**src/rtl/cmse_pkg.sv**
```systemverilog
// Package for centroid_match_speed_estimator: widths, register indexes, reset values.
// No dependencies.
`timescale 1ns / 1ps
`default_nettype none

package cmse_pkg;

    localparam int MAX_BOXES  = 64;
    localparam int SLOT_W     = $clog2(MAX_BOXES);
    localparam int CNT_W      = $clog2(MAX_BOXES + 1);
    localparam int RAM_AW     = SLOT_W + 1;
    localparam int RAM_DEPTH  = 2 ** RAM_AW;

    localparam int COORD_W    = 13;
    localparam int SIZE_W     = 12;
    localparam int CTR_W      = 14;
    localparam int ENTRY_W    = 2 * CTR_W;
    localparam int DIFF_W     = CTR_W + 1;
    localparam int SQ_W       = 28;
    localparam int D2_W       = SQ_W + 1;

    localparam int RAD_W      = 10;
    localparam int R2_W       = 2 * RAD_W;
    localparam int SCALE_W    = 32;
    localparam int FRAC_SHIFT = 16;
    localparam int SQ_IN_W    = R2_W + FRAC_SHIFT;
    localparam int ROOT_W     = SQ_IN_W / 2;
    localparam int REM_W      = ROOT_W + 1;
    localparam int PROD_W     = ROOT_W + SCALE_W;
    localparam int SPEED_W    = 24;
    localparam int SLOT_OUT_W = 6;

    localparam int CFG_IDX_W  = 2;
    localparam int CFG_DATA_W = 32;
    localparam logic [CFG_IDX_W-1:0] CFG_RADIUS = 2'd0;
    localparam logic [CFG_IDX_W-1:0] CFG_SCALE  = 2'd1;

    localparam logic [RAD_W-1:0]   RADIUS_RST = 10'd50;
    localparam logic [SCALE_W-1:0] SCALE_RST  = 32'd829440;

    localparam logic OP_BOX = 1'b0;
    localparam logic OP_EOF = 1'b1;

endpackage

`default_nettype wire

```
**src/rtl/cmse_sqrt.sv**
```systemverilog
// Iterative integer square root of d2 * 2^16, one root bit per cycle.
// Depends on cmse_pkg.
`timescale 1ns / 1ps
`default_nettype none

module cmse_sqrt
    import cmse_pkg::*;
(
    input  wire logic              aclk,
    input  wire logic              aresetn,
    input  wire logic              start,
    input  wire logic [R2_W-1:0]   d2,
    output logic                   done,
    output logic      [ROOT_W-1:0] root
);

    localparam int ITER_W = $clog2(ROOT_W + 1);

    logic                busy_reg, busy_next;
    logic                done_reg, done_next;
    logic [ITER_W-1:0]   iter_reg, iter_next;
    logic [SQ_IN_W-1:0]  x_reg, x_next;
    logic [REM_W-1:0]    rem_reg, rem_next;
    logic [ROOT_W-1:0]   root_reg, root_next;
    logic [REM_W+1:0]    rem_sh;
    logic [REM_W+1:0]    trial;

    assign rem_sh = {rem_reg, x_reg[SQ_IN_W-1 -: 2]};
    assign trial  = {1'b0, root_reg, 2'b01};

    always_comb begin
        busy_next = busy_reg;
        done_next = 1'b0;
        iter_next = iter_reg;
        x_next    = x_reg;
        rem_next  = rem_reg;
        root_next = root_reg;
        if (start) begin
            busy_next = 1'b1;
            iter_next = ITER_W'(ROOT_W);
            x_next    = {d2, {FRAC_SHIFT{1'b0}}};
            rem_next  = '0;
            root_next = '0;
        end else if (busy_reg) begin
            x_next = {x_reg[SQ_IN_W-3:0], 2'b00};
            if (rem_sh >= trial) begin
                rem_next  = REM_W'(rem_sh - trial);
                root_next = {root_reg[ROOT_W-2:0], 1'b1};
            end else begin
                rem_next  = rem_sh[REM_W-1:0];
                root_next = {root_reg[ROOT_W-2:0], 1'b0};
            end
            iter_next = iter_reg - 1'b1;
            if (iter_reg == ITER_W'(1)) begin
                busy_next = 1'b0;
                done_next = 1'b1;
            end
        end
    end

    always_ff @(posedge aclk) begin
        if (!aresetn) begin
            busy_reg <= 1'b0;
            done_reg <= 1'b0;
            iter_reg <= '0;
        end else begin
            busy_reg <= busy_next;
            done_reg <= done_next;
            iter_reg <= iter_next;
        end
        x_reg    <= x_next;
        rem_reg  <= rem_next;
        root_reg <= root_next;
    end

    assign done = done_reg;
    assign root = root_reg;

endmodule

`default_nettype wire

```
**config.mk**
```make
export PLATFORM = sky130hd
export DESIGN_NAME = cmse_sqrt
export DESIGN_NICKNAME = d
export VERILOG_FILES = /design/src/rtl/cmse_pkg.sv /design/src/rtl/cmse_sqrt.sv
export SDC_FILE = /design/constraint.sdc
export NUM_CORES = 1
export LEC_CHECK = 0
export BUFFER_PORTS_ARGS = -buffer_cell sky130_fd_sc_hd__buf_4
export CORE_MARGIN = 2
export CORE_UTILIZATION = 65
export CTS_BUF_LIST = sky130_fd_sc_hd__clkbuf_2
export DETAILED_ROUTE_END_ITERATION = 8
export GPL_TIMING_DRIVEN = 0
export MAX_ROUTING_LAYER = met4
export PLACE_DENSITY = 0.84
export SYNTH_ARGS = -nofsm -noshare
export SYNTH_HDL_FRONTEND = slang
export SYNTH_SLANG_ARGS = --single-unit
export TNS_END_PERCENT = 5
```
**constraint.sdc**
```tcl
create_clock -name aclk -period 3.3 [get_ports aclk]
set_input_delay 0.165 -clock aclk [delete_from_list [all_inputs] [get_ports aclk]]
set_output_delay 0.165 -clock aclk [all_outputs]
set_load 0.01 [all_outputs]
```
==> flow_metrics.tcl <==
set metrics [dict create \
    die_h_um 80.7 \
    start_kind "register" \
    root_buffer "clkbuf_2" \
    synth_compound_area_share_pct 20.5 \
    ys_types 55 \
    yosysSeqAreaShare_pct 38.8 \
    ys_ff_latch 64 \
    crit_slowest_cell "dfxtp_1" \
    slew_violations 0 \
    seq_power_share_pct 27.9 \
    first_pass_iters 6 \
    place_hpwl_mm 7.17 \
    cts_tree "done" \
    vias 3565 \
    synth_xor_area_share_pct 3.21 \
    p_total_mw 3.63 \
    fp.dieW_um 80.7 \
    dpl_cell_area_um2 4210 \
    critPathCaptureType "register" \
    finalCritPeriodShare_pct 82.0 \
    grt_first_pass_wirelength_mm 16.4 \
    drive_gt1_share_pct 17.9 \
    clk_latency_ps 530 \
    crit_path_cell_trace "inv_1 -> ha_1 -> clkbuf_2 -> nand4_1 -> nor4_1 -> nand2_1 -> nand3_1 -> clkbuf_1 -> nor2_1 -> a211oi_1" \
    setup_viol_count_final 0 \
    hold_path.class "input port to register" \
    final_cell_mix "nor2_1 (46), dfxtp_1 (44), buf_4 (41), nand2_1 (35), inv_1 (27)" \
    clkPwrFrac_pct 13.5 \
    syn_nets 459 \
    grt_use_met2_pct 56.1 \
    hold_viol 0 \
    cts_setup_buffers 0 \
    setup.worst_path.class "register to register" \
    largest_reg_flops 20 \
    synthFlopType "dfxtp_1" \
    nNetsFinal 531 \
    status "completed" \
    swShare_pct 45.8 \
    yosys_warnings 0 \
    grt-busiest-layer "met2" \
    final_common_cell "nor2_1" \
    fin_setup_tns_ps 0 \
    final_cell_area_um2 4530 \
    start_util_pct 68.1 \
    antenna_found_initial 0 \
    fin_skew_ps 58.2 \
    met3_usage_pct 7.87 \
    synth_area_um2 3820 \
    routedWlPerCell_um 18.8 \
    row_count 27 \
    min_period_ps 2710 \
    synth_fa_ha_area_share_pct 7.21 \
    avgViaCountPerCell 6.33 \
    tightest_slew_ps 825 \
    diodes 0 \
    grtUsageMet1_pct 44.4 \
    leakage_nw 1.82 \
    grt_pass1_vias 3299 \
    synth_edf_count 20 \
    fin_util_pct 80.7 \
    cap_violations 0 \
    slowest_delay_ps 430 \
    die-area_um2 6510 \
    placedCellCount 526 \
    cts_buffers 9 \
    track_usage_pct 35.0 \
    synthToLayoutAreaGrowth_pct 18.5 \
    clock_path_buffers 2 \
    p_sw_mw 1.66 \
    muxShareOfSynthArea_pct 9.76 \
    io_buffers 40 \
    fmax_mhz 369 \
    wirelength_mm 10.6 \
    p_per_area_nw_per_um2 802 \
    fin_cells 563 \
    critical_path_required_ps 3700 \
    cts_hold_buf 21 \
    routabilityCongestion 0.998 \
    clock-sinks 64 \
    worstPathMaxFanout 10 \
    synthArstFlopShare_pct 0 \
    drtIter0Drc 327 \
    grt-ovfl-total 0 \
    h-tree-depth 3 \
    clkTransAtPathRegs_ps 190 \
    synth_cells 414 \
    rsz0062_at_grt "false" \
    worstPathArrival_ps 3110 \
    drc 0 \
    power_frac_comb_pct 58.6 \
    max-vdd-ir-drop_mv 0.541 \
    coreArea_um2 5610 \
    grt_max_degree 21 \
    avgSynthCellArea_um2 9.23 \
    synth-simple-area-share_pct 14.9 \
    ant_nets 0 \
    ios 42 \
    cts.repair.resized 0 \
    slew_headroom_pct 44.9 \
    internal_power_mw 1.97 \
    synth_top_family_by_area "compound AO/OA/AOI/OAI gates" \
]
## power groups by stage
stage	clock network (mW)	registers, mW	logic (mW)
after floorplan	0	0.989	1.57
after global placement	0	1.02	1.97
after detailed placement	0	1.02	2.01
after CTS	0.479	1.01	2.05
after global routing	0.520	1.02	2.27
final	0.491	1.01	2.13
## path summary, 6_finish.rpt
path | start | endpoint | slack [ps] | depth (start not counted)
max | root[7] | root[0] | 590 | 10
min | start | rem_reg[12] | 380 | 3
max reg2reg | root[7] | root[0] | 590 | 10
min reg2reg | rem_reg[6] | rem_reg[8] | 500 | 2
## synth_stat cells, drive strengths merged (9+ instances only)
cell	count	area share, %
inv	27	2.7
nor2	46	4.5
nand2	35	3.4
ha	22	7.2
xnor2	9	2.1
o21ai	19	2.5
nor3	10	1.3
dfxtp	44	23
clkbuf	13	1.3
o211ai	12	2.5
mux2i	17	4.5
edfxtp	20	16
a21oi	19	2.5
mux2	18	5.3
## metal layers
layer / routed length (µm) / vias up
li1: - / 1648
met1: 4330 / 1676
met2: 5010 / 218
met3: 1040 / 23
met4: 216 / 0
met5: 0 / -
## cell families (layout without fill, tap and decap cells)
| group | after synthesis | after routing |
|---|---|---|
| xor+xnor | 14 | 14 |
| simple gates | 125 | 125 |
| buf+inv | 48 | 125 |
| compound gates | 106 | 106 |
| fa+ha+maj | 22 | 22 |
| mux | 35 | 35 |
| flops | 64 | 64 |
## layout make-up
class	count	area, µm²
multi-input cells	302	2120
flip-flops and latches	64	1480
fillers	392	1080
repair buffers	61	510
plain buffers	20	109
inverters	28	105
well taps	72	90.1
clock buffers	12	60.1
clock inverters	4	46.3
## stage by stage
step / hold slack [ps] / setup WS, ps
after floorplan: 283 / 993
after global placement: 402 / 708
after detailed placement: 402 / 730
after CTS: 352 / 664
after global routing: 401 / 480
final: 384 / 593
## worst max-delay path: cells and delay by family (launching register included)
family | cells | cell delay [ps]
flip-flops | 1 | 430
AO/OA/AOI/OAI | 1 | 260
adder cells (fa/ha/maj) | 1 | 280
buffers and inverters | 3 | 720
AND/OR/NAND/NOR | 5 | 930
Power figures use the tool's default switching activity.
