===== src/rtl/cmse_ram.sv =====
// Generic simple dual-port RAM: one write port, one read port, registered read.
// No dependencies.
`timescale 1ns / 1ps
`default_nettype none

module cmse_ram #(
    parameter int WIDTH = 8,
    parameter int DEPTH = 16
) (
    input  wire logic                     aclk,
    input  wire logic                     wr_en,
    input  wire logic [$clog2(DEPTH)-1:0] wr_addr,
    input  wire logic [WIDTH-1:0]         wr_data,
    input  wire logic [$clog2(DEPTH)-1:0] rd_addr,
    output logic      [WIDTH-1:0]         rd_data
);

    logic [WIDTH-1:0] mem [DEPTH];

    always_ff @(posedge aclk) begin
        if (wr_en) begin
            mem[wr_addr] <= wr_data;
        end
        rd_data <= mem[rd_addr];
    end

endmodule

`default_nettype wire


===== config.mk =====
export PLATFORM = sky130hd
export DESIGN_NAME = cmse_ram
export DESIGN_NICKNAME = d
export VERILOG_FILES = /design/src/rtl/cmse_ram.sv
export SDC_FILE = /design/constraint.sdc
export NUM_CORES = 1
export LEC_CHECK = 0
export BUFFER_PORTS_ARGS = -buffer_cell sky130_fd_sc_hd__clkbuf_2
export CELL_PAD_IN_SITES_DETAIL_PLACEMENT = 0
export CELL_PAD_IN_SITES_GLOBAL_PLACEMENT = 2
export CORE_ASPECT_RATIO = 1.1
export CORE_UTILIZATION = 40
export DETAILED_ROUTE_END_ITERATION = 10
export PLACE_DENSITY_LB_ADDON = 0.1
export SETUP_SLACK_MARGIN = 0.4
export SLEW_MARGIN = 0
export SYNTH_ARGS = -nofsm -noshare
export SYNTH_HDL_FRONTEND = slang
export SYNTH_SLANG_ARGS = --single-unit

===== constraint.sdc =====
create_clock -name aclk -period 2.1 [get_ports aclk]
set_input_delay 0.42 -clock aclk [delete_from_list [all_inputs] [get_ports aclk]]
set_output_delay 0.42 -clock aclk [all_outputs]
set_load 0.01 [all_outputs]

==> results.ini, run 1 <==
[yosys]
syn_avg_cell_area_um2=22.5
yosysTopAreaCell=edfxtp_1
syn_nets=247
synth_top_area_share_pct=74.7
synthDistinctLibCells=19
synthTopCellsByArea=edfxtp_1 75%, mux4_2 7.9%, mux4_1 7.1%
synth_edf_count=128
netlist_area_um2=5150
ys_warn_count=0
synth_cells=229
yosysSeqAreaShare_pct=77.8
ys_ff_latch=136
ys.flop_type=edfxtp_1
synthArstFlopShare_pct=0

[power_and_ir_drop]
cellPowerDensity_nw_per_um2=986
clockPowerShare_pct=44.8
comb_power_share_pct=4.8
p_total_uw=6060
p_sw_share_pct=20.8
irDropWorstVdd_mv=0.441
p_switching_uw=1260
internal-power_uw=4800
seqPwrFrac_pct=50.4
p_leak_uw=0.00210

[clocking]
clock_sinks=136
post_cts_buffers=0
clk_pin_slew_worst_paths_ps=60
cts_tree=yes
cts_root_buffer=clkbuf_16
h-tree-depth=4
cts-buffers-inserted=17
clockBufferDepth=2
cts_resized=0
clock_latency_ps=410
cts_hold_buf=0

[cells_and_area]
fin_util_pct=48.8
area_delta_synth_final_pct=19.3
finalNonFillerCells=459
antenna_cells=0
drive_gt1_share_pct=33.1
fin_nets=307

[detailed_routing]
vias=2406
ant_nets=0
dr.pass1.iters=4
vias_per_cell=5.24
wl_mm=10.0
drtIter0Drc=157
drc=0
routedWlPerCell_um=21.9

[die]
io-pin-count=26
die_area_um2=13300
start_util_pct=40.9
fp.dieW_um=110
die_y_um=121
coreArea_um2=12600
row_count=43

[setup_path]
setup.worst_path.start_class=primary input
path_class=in2reg
crit_required_ps=2390
cp_max_fo=25
end_kind=flip-flop
arrival_ps=1760

[placed_design]
dp_cells=427
hpwl_mm=6.40
gp_congestion=0.676
dp_slack_ps=194
port_buffers=25

[sta]
finalHoldViolations=0
slew_violations=0
setup_ws_ps=629
fin_crit_sh_pct=70.0
setup_viol=0
rsz0062_at_grt=no
finClkSkew_ps=4.54
relSlewSlack_pct=70.4
post-route-min-period_ps=1470
fin_setup_tns_ps=0
fmax_ghz=0.680
worst_pin_slew_ps=445

[global_route]
overflow=0
grt_pass1_wl_mm=15.1
grt_pass1_vias=2528
grt_max_degree=26
grt_usage_pct=17.0
antenna_found_initial=0

[hold_path]
worstHoldPathType=in2reg

[run]
maxCapViolations=0

[run_status]
outcome=complete, no violations

-- cells in the final DEF (no fill, tap or decap), types with 3 or more instances in the layout --
cell        count
mux4_2         18
clkinv_1        3
clkinv_2        4
edfxtp_1      128
buf_4          25
clkbuf_16      17
nor3_1          3
clkbuf_2       25
a22oi_1        16
nor2_1         13
nand2_1         9
dfxtp_1         8
mux4_1         14
clkinvlp_4      4
-- kinds of logic after synthesis --
| logic type | Yosys count | synth area share [%] |
|---|---|---|
| simple gates | 35 | 3.18 |
| buf+inv | 10 | 1.68 |
| compound gates | 16 | 2.33 |
| mux | 32 | 15.0 |
| flops | 136 | 77.8 |
-- per-layer routing --
| metal | wire length (um) | up-vias | track usage, % |
|---|---|---|---|
| met5 | 0 | - | 0 |
| li1 | - | 1094 | - |
| met3 | 405 | 12 | 4.19 |
| met2 | 5100 | 48 | 27.0 |
| met1 | 4400 | 1252 | 22.5 |
| met4 | 143 | 0 | 6.66 |
-- critical path, stage by stage --
cell and delay (ps):
clkbuf_2 120, buf_12 220, mux4_1 570, a22oi_1 330, nand2_1 80
-- cells in the mapped netlist, types with 2 or more instances --
library cell     number
buf_2                 3
mux4_2               18
mux4_1               14
buf_6                 3
a22oi_1              16
nand3b_1              2
clkdlybuf4s25_2       3
edfxtp_1            128
nor3_1                4
nand2_1               9
dfxtp_1               8
nand2b_1              2
nor2_1               13
-- flip-flops by register name, summed over array words and instances, names as in the netlist --
register,cells
mem,128
rd_data,8
-- power groups by stage --
| stage | logic (uW) | registers (uW) | clock network (uW) |
|---|---|---|---|
| 2_1_floorplan | 154 | 3110 | 0 |
| 3_3_place_gp | 298 | 3110 | 0 |
| 3_5_place_dp | 301 | 3110 | 0 |
| 4_1_cts | 302 | 3050 | 2760 |
| 5_1_grt | 322 | 3060 | 2860 |
| 6_report | 292 | 3050 | 2710 |
-- stage by stage --
| step | area, um2 | hold WS [ps] |
|---|---|---|
| detailed placement | 5600 | 660 |
| CTS | 6140 | 448 |
| floorplan | 5150 | 519 |
| global route | 6140 | 473 |
| finish | 6140 | 444 |
| global placement | 5600 | 658 |
-- worst paths after layout --
kind | from | to | slack, ps | cells after the start
min reg2reg | mem[14][6]$_DFFE_PP_ | rd_data[6]$_DFF_P_ | 670 | 3
max | rd_addr[0] | rd_data[1]$_DFF_P_ | 630 | 5
max reg2reg | mem[8][0]$_DFFE_PP_ | rd_data[0]$_DFF_P_ | 700 | 3
min | wr_data[4] | mem[0][4]$_DFFE_PP_ | 440 | 1
-- cell type report --
cell class | count | area (um2)
Clock buffer | 18 | 439
Clock inverter | 14 | 109
Fill cell | 1070 | 6450
Multi-Input combinational cell | 83 | 1060
Sequential cell | 136 | 4000
Tap cell | 157 | 196
Timing Repair Buffer | 51 | 333
Note: power is estimated with default switching activity, not from simulation.
==> inputs of run 2 (changes only) <==
Clock period 2.1 ns to 1.3 ns, I/O delays scaled along.
==> run 2 against run 1 <==
Clock skew up 1.0 ps. Cell count up 2.4%. Register-to-register slack worse by 680 ps. Non-clock buffer count up 12. Die area unchanged. Count of clock-buffer cells in the layout down 1. Cell area up 11%. Sequential share of layout area down 6.3 points. Wire length up 0.47%. Critical path type is now reg2reg. Largest cell class unchanged.
==> results.ini, run 2 (synthesis results as in run 1) <==
[die]
io-pin-count=26  ; unchanged
die_area_um2=13300  ; unchanged
start_util_pct=40.9  ; unchanged
coreArea_um2=12600  ; unchanged
die_y_um=121  ; unchanged
fp.dieW_um=110  ; unchanged
row_count=43  ; unchanged

[sta]
finClkSkew_ps=5.54  ; was 4.54 ps
post-route-min-period_ps=1280
rsz0062_at_grt=yes  ; was no
slew_violations=0  ; unchanged
worst_pin_slew_ps=972  ; was 445 ps
relSlewSlack_pct=35.1  ; was 70.4%
setup_viol=0  ; unchanged
finalHoldViolations=0  ; unchanged
fin_crit_sh_pct=98.4
fmax_ghz=0.782
fin_setup_tns_ps=0  ; unchanged

[cells_and_area]
antenna_cells=0  ; unchanged
fin_nets=319  ; was 307
largest_reg_flops=128  ; unchanged
top_regs=mem (128), rd_data (8)  ; unchanged
largest-register=mem  ; unchanged
final_common_cell=edfxtp_1  ; unchanged
mostFrequentLayoutCells=128 x edfxtp_1, 32 x mux4_2, 21 x buf_12, 17 x clkbuf_16, 15 x clkbuf_2  ; was 128 x edfxtp_1, 25 x clkbuf_2, 25 x buf_4, 18 x mux4_2, 17 x clkbuf_16
finalNonFillerCells=470  ; was 459
area_delta_synth_final_pct=32.4  ; was 19.3%
fillers=993  ; was 1070
drive_gt1_share_pct=52.1  ; was 33.1%

[global_route]
grt_usage_pct=17.3  ; was 17.0%
antenna_found_initial=0  ; unchanged
grt_max_degree=17  ; was 26
grt_pass1_vias=2552  ; was 2528
overflow=0  ; unchanged
grt_pass1_wl_mm=15.3  ; was 15.1 mm

[clocking]
clk_pin_slew_worst_paths_ps=60  ; about the same
cts-buffers-inserted=17  ; unchanged
clockBufferDepth=2  ; unchanged
cts_root_buffer=clkbuf_16  ; unchanged
clock_latency_ps=410  ; about the same
h-tree-depth=4  ; unchanged
clock_sinks=136  ; unchanged
cts_tree=yes  ; unchanged

[setup_path]
end_kind=flip-flop  ; unchanged
r2r_start=mem[15][5]$_DFFE_PP_  ; was mem[8][0]$_DFFE_PP_
worstPathCellList=mux4_2, a22oi_2, nand2_1  ; was clkbuf_2, buf_12, mux4_1, a22oi_1, nand2_1
cp_max_fo=1  ; was 25
r2r_end=rd_data[5]$_DFF_P_  ; was rd_data[0]$_DFF_P_
arrival_ps=1560  ; was 1760 ps
r2r_slack_ps=20  ; was 700 ps
max_stage_delay_ps=510  ; was 570 ps
path_class=reg2reg  ; was in2reg
crit_required_ps=1580  ; was 2390 ps
cp-startpoint=mem[15][5]$_DFFE_PP_  ; was rd_addr[0]
reg2reg_depth=3  ; unchanged
setup.worst_path.start_class=flip-flop  ; was primary input
cp_slowest_cell=mux4_2  ; was mux4_1
critical_path.endpoint=rd_data[5]$_DFF_P_  ; was rd_data[1]$_DFF_P_

[detailed_routing]
drc=0  ; unchanged
wl_mm=10.1  ; was 10.0 mm
vias_per_cell=5.17  ; was 5.24
dr.pass1.iters=6  ; was 4
ant_nets=0  ; unchanged
vias=2428  ; was 2406
drtIter0Drc=127  ; was 157
routedWlPerCell_um=21.5  ; was 21.9 um

[placed_design]
hpwl_mm=6.56  ; was 6.40 mm
port_buffers=25  ; unchanged
dp_cells=436  ; was 427
gp_congestion=0.696  ; was 0.676

[power_and_ir_drop]
p_leak_uw=0.00225  ; was 0.00210 uW
cellPowerDensity_nw_per_um2=1540  ; was 986 nW/um2
irDropWorstVdd_mv=0.943  ; was 0.441 mV

[run_status]
outcome=complete, no violations  ; unchanged

[hold_path]
worstHoldPathType=in2reg  ; unchanged

[run]
maxCapViolations=0  ; unchanged

run 2: cell types whose count changed in the layout (fill, tap and decap cells not counted), moves of 8 or more:
cell | previous run | this run
buf_4 | 25 | 12
buf_12 | 1 | 21
mux4_2 | 18 | 32
a22oi_2 | 0 | 10
nor2_4 | 0 | 12
mux4_1 | 14 | 0
nor2_1 | 13 | 1
clkbuf_2 | 25 | 15
a22oi_1 | 16 | 6
buf_6 | 0 | 14
dfxtp_2 | 0 | 8
dfxtp_1 | 8 | 0
run 2: metrics by stage:
stage	area [um2]	util (%)	setup slack, ps	total power (uW)	hold WS [ps]
floorplan	5280	-	-63.0	5330	359
global placement	5980	47.5	-430	5620	650
detailed placement	5980	47.5	-441	5620	648
CTS	6730	53.4	9.62	10500	284
global route	6820	54.1	-19.1	10800	297
finish	6820	54.1	21.3	10500	269
run 2: how the worst min path moves through the flow:
stage	to	from	slack (ps)	depth (start not counted)
final	mem[13][3]$_DFFE_PP_	wr_data[3]	270	1
after detailed placement	rd_data[0]	rd_data[0]$_DFF_P_	650	1
after global routing	mem[15][3]$_DFFE_PP_	wr_data[3]	300	1
after floorplan	mem[0][0]$_DFFE_PP_	wr_data[0]	360	0
after CTS	mem[13][3]$_DFFE_PP_	wr_data[3]	280	1
after global placement	rd_data[7]	rd_data[7]$_DFF_P_	650	1
run 2: power by group:
group	leakage (uW)	switching, uW	total [uW]	internal, uW
registers	0.00122	36.5	4950	4910
clock network	0.000278	1720	4890	3170
logic	0.000752	329	676	348
run 2: layout make-up:
| type | count | area [um2] | share of cell area [%] |
|---|---|---|---|
| clock buffers | 17 | 425 | 6.24 |
| clock inverters | 14 | 183 | 2.68 |
| multi-input cells | 83 | 1220 | 17.9 |
| flip-flops and latches | 136 | 4010 | 58.9 |
| well taps | 157 | 196 | 2.88 |
| repair buffers | 63 | 776 | 11.4 |
run 2: worst max-delay path: cells and delay by family (launching register included):
family / cells / cell delay [ps]
AOI/OAI and AO/OA: 1 / 190
and+or+nand+nor: 1 / 80
DFF: 1 / 380
muxes: 1 / 510
run 2: per-layer routing:
metal	vias up	GRT usage (%)	share of wire, %
met3	8	5.32	3.9
met1	1259	22.2	42
met2	59	28.5	53
met5	-	0	0
li1	1102	-	-
met4	0	4.44	1.1
run 2: repair_timing:
item | in CTS | in global routing
pin swaps | 6 | 5
buffers inserted | 2 | 0
hold endpoints to repair | 0 | 0
resized for setup | 19 | 28
hold buffers | 0 | 0
endpoints found under the setup margin | 112 | 128
cloned | 1 | 0
==> inputs of run 3 (changes only) <==
Settings changed: CELL_PAD_IN_SITES_DETAIL_PLACEMENT 0 to unset, CELL_PAD_IN_SITES_GLOBAL_PLACEMENT 2 to unset, GPL_ROUTABILITY_DRIVEN set to 0, PLACE_DENSITY_LB_ADDON 0.1 to unset.
==> run 3 against run 2 <==
The flow now finishes with violations (DRC). Via count up 1.4%. Count of clock-buffer cells in the layout grew 4. Fmax rose by 2.5%. Cell count is 0.43% lower. Global-route usage is 0.46 points lower. Clock skew down 1.1 ps. Clock power shrank 3%. Core utilization fell by 0.68 points. Wire length fell by 0.30%. Largest power group unchanged. Non-clock buffer count decreased by 3.
==> results.ini, run 3 (synthesis results as in run 1) <==
[run_status]
outcome=finished, violations left  ; was complete, no violations
failed_checks=DRC

[cells_and_area]
final_cell_area_um2=6730  ; was 6820 um2
largest_reg_flops=128  ; unchanged
finalNonFillerCells=468  ; was 470
fin_nets=316  ; was 319
mostFrequentLayoutCells=128 x edfxtp_1, 32 x mux4_2, 20 x buf_12, 17 x clkbuf_16, 15 x clkbuf_2  ; was 128 x edfxtp_1, 32 x mux4_2, 21 x buf_12, 17 x clkbuf_16, 15 x clkbuf_2
top_regs=mem (128), rd_data (8)  ; unchanged
largest-register=mem  ; unchanged
fin_util_pct=53.5  ; was 54.1%
drive_gt1_share_pct=49.2  ; was 52.1%
final_common_cell=edfxtp_1  ; unchanged
antenna_cells=0  ; unchanged
area_delta_synth_final_pct=30.8  ; was 32.4%

[placed_design]
dp_slack_ps=-342  ; was -441 ps
port_buffers=25  ; unchanged
placed_cell_area_um2=5910  ; was 5980 um2
hpwl_mm=6.51  ; was 6.56 mm
dp_cells=430  ; was 436

[clocking]
clock_latency_ps=410  ; about the same
clk_pin_slew_worst_paths_ps=60  ; about the same
clock_sinks=136  ; unchanged
cts_hold_buf=0  ; unchanged
cts_tree=yes  ; unchanged
clockBufferDepth=2  ; unchanged
cts-buffers-inserted=17  ; unchanged
cts_root_buffer=clkbuf_16  ; unchanged
h-tree-depth=4  ; unchanged

[power_and_ir_drop]
cellPowerDensity_nw_per_um2=1530  ; was 1540 nW/um2
p_leak_uw=0.00223  ; was 0.00225 uW
irDropWorstVdd_mv=0.863  ; was 0.943 mV

[sta]
finClkSkew_ps=4.41  ; was 5.54 ps
finalHoldViolations=0  ; unchanged
worst_pin_slew_ps=986  ; was 972 ps
rsz0062_at_grt=yes  ; unchanged
relSlewSlack_pct=34.0  ; was 35.1%
setup_ws_ps=52.4  ; was 21.3 ps
fmax_ghz=0.802  ; was 0.782 GHz
slew_violations=0  ; unchanged
post-route-min-period_ps=1250  ; was 1280 ps
whs_ps=270  ; was 269 ps
fin_crit_sh_pct=96.0  ; was 98.4%
setup_viol=0  ; unchanged

[detailed_routing]
ant_nets=0  ; unchanged
drtIter0Drc=127  ; unchanged
routedWlPerCell_um=21.5  ; about the same
drc=2  ; was 0
vias=2463  ; was 2428
dr.pass1.iters=7  ; was 6
wl_mm=10.1  ; about the same
vias_per_cell=5.26  ; was 5.17

[setup_path]
path_class=reg2reg  ; unchanged
r2r_start=mem[11][7]$_DFFE_PP_  ; was mem[15][5]$_DFFE_PP_
cp_max_fo=1  ; unchanged
end_kind=flip-flop  ; unchanged
setup.worst_path.start_class=flip-flop  ; unchanged
arrival_ps=1540  ; was 1560 ps
crit_required_ps=1590  ; was 1580 ps
cp-startpoint=mem[11][7]$_DFFE_PP_  ; was mem[15][5]$_DFFE_PP_

[global_route]
grt_usage_pct=16.8  ; was 17.3%
grt_pass1_vias=2580  ; was 2552
grt_pass1_wl_mm=15.3  ; about the same
overflow=0  ; unchanged
antenna_found_initial=0  ; unchanged
grt_max_degree=26  ; was 17

[die]
die_area_um2=13300  ; unchanged
row_count=43  ; unchanged
fp.dieW_um=110  ; unchanged
io-pin-count=26  ; unchanged
die_y_um=121  ; unchanged
coreArea_um2=12600  ; unchanged
start_util_pct=40.9  ; unchanged

[hold_path]
worstHoldPathType=in2reg  ; unchanged
min_from=wr_data[5]  ; was wr_data[3]

[run]
maxCapViolations=0  ; unchanged

## run 3: cell count changes in the layout (fill, tap and decap cells not counted), sizes merged
cell / change
bufinv: -1
buf: -3
clkbuf: +5
clkinv: +1
inv: +1
clkinvlp: -4
bufbuf: -1
## run 3: final timing paths
path                         end  slack, ps  depth (start not counted)
max           rd_data[7]$_DFF_P_         50                          3
min          mem[7][5]$_DFFE_PP_        270                          1
max reg2reg   rd_data[7]$_DFF_P_         50                          3
min reg2reg   rd_data[7]$_DFF_P_        680                          3
## run 3: worst max-delay path: stages (launching register included)
cell and delay (ps):
edfxtp_1 370, mux4_2 480, a22oi_2 210, nand2_1 70
## run 3: repair_timing
action                     4_1_cts  5_1_grt
pin swaps                        7       11
buffers inserted                 2        4
setup endpoints to repair      112      139
gates resized for setup         24       17
cloned                           0        0
## run 3: metrics by stage
step	power [uW]	TNS, ps
4_1_cts	10400	0
3_5_place_dp	5590	-12130
2_1_floorplan	5330	-660
3_3_place_gp	5580	-11680
6_report	10300	0
5_1_grt	10600	-19.9
## run 3: cell type report
type                    count  area, um2
clock inverters            11        149
multi-input cells          83       1210
repair buffers             60        714
well taps                 157        196
fillers                   999       5860
clock buffers              21        450
flip-flops and latches    136       4010
## run 3: where the power goes
| group | internal [uW] | switching (uW) | total [uW] |
|---|---|---|---|
| Sequential | 4910 | 32.7 | 4940 |
| Clock | 3070 | 1690 | 4760 |
| Combinational | 307 | 321 | 628 |
## run 3: routing by layer
metal	GRT usage [%]	up-vias	share of wire, %
li1	-	1104	-
met1	22.3	1279	43
met2	26.7	70	52
met3	4.03	10	4.1
met4	6.66	0	1.5
met5	0	-	0
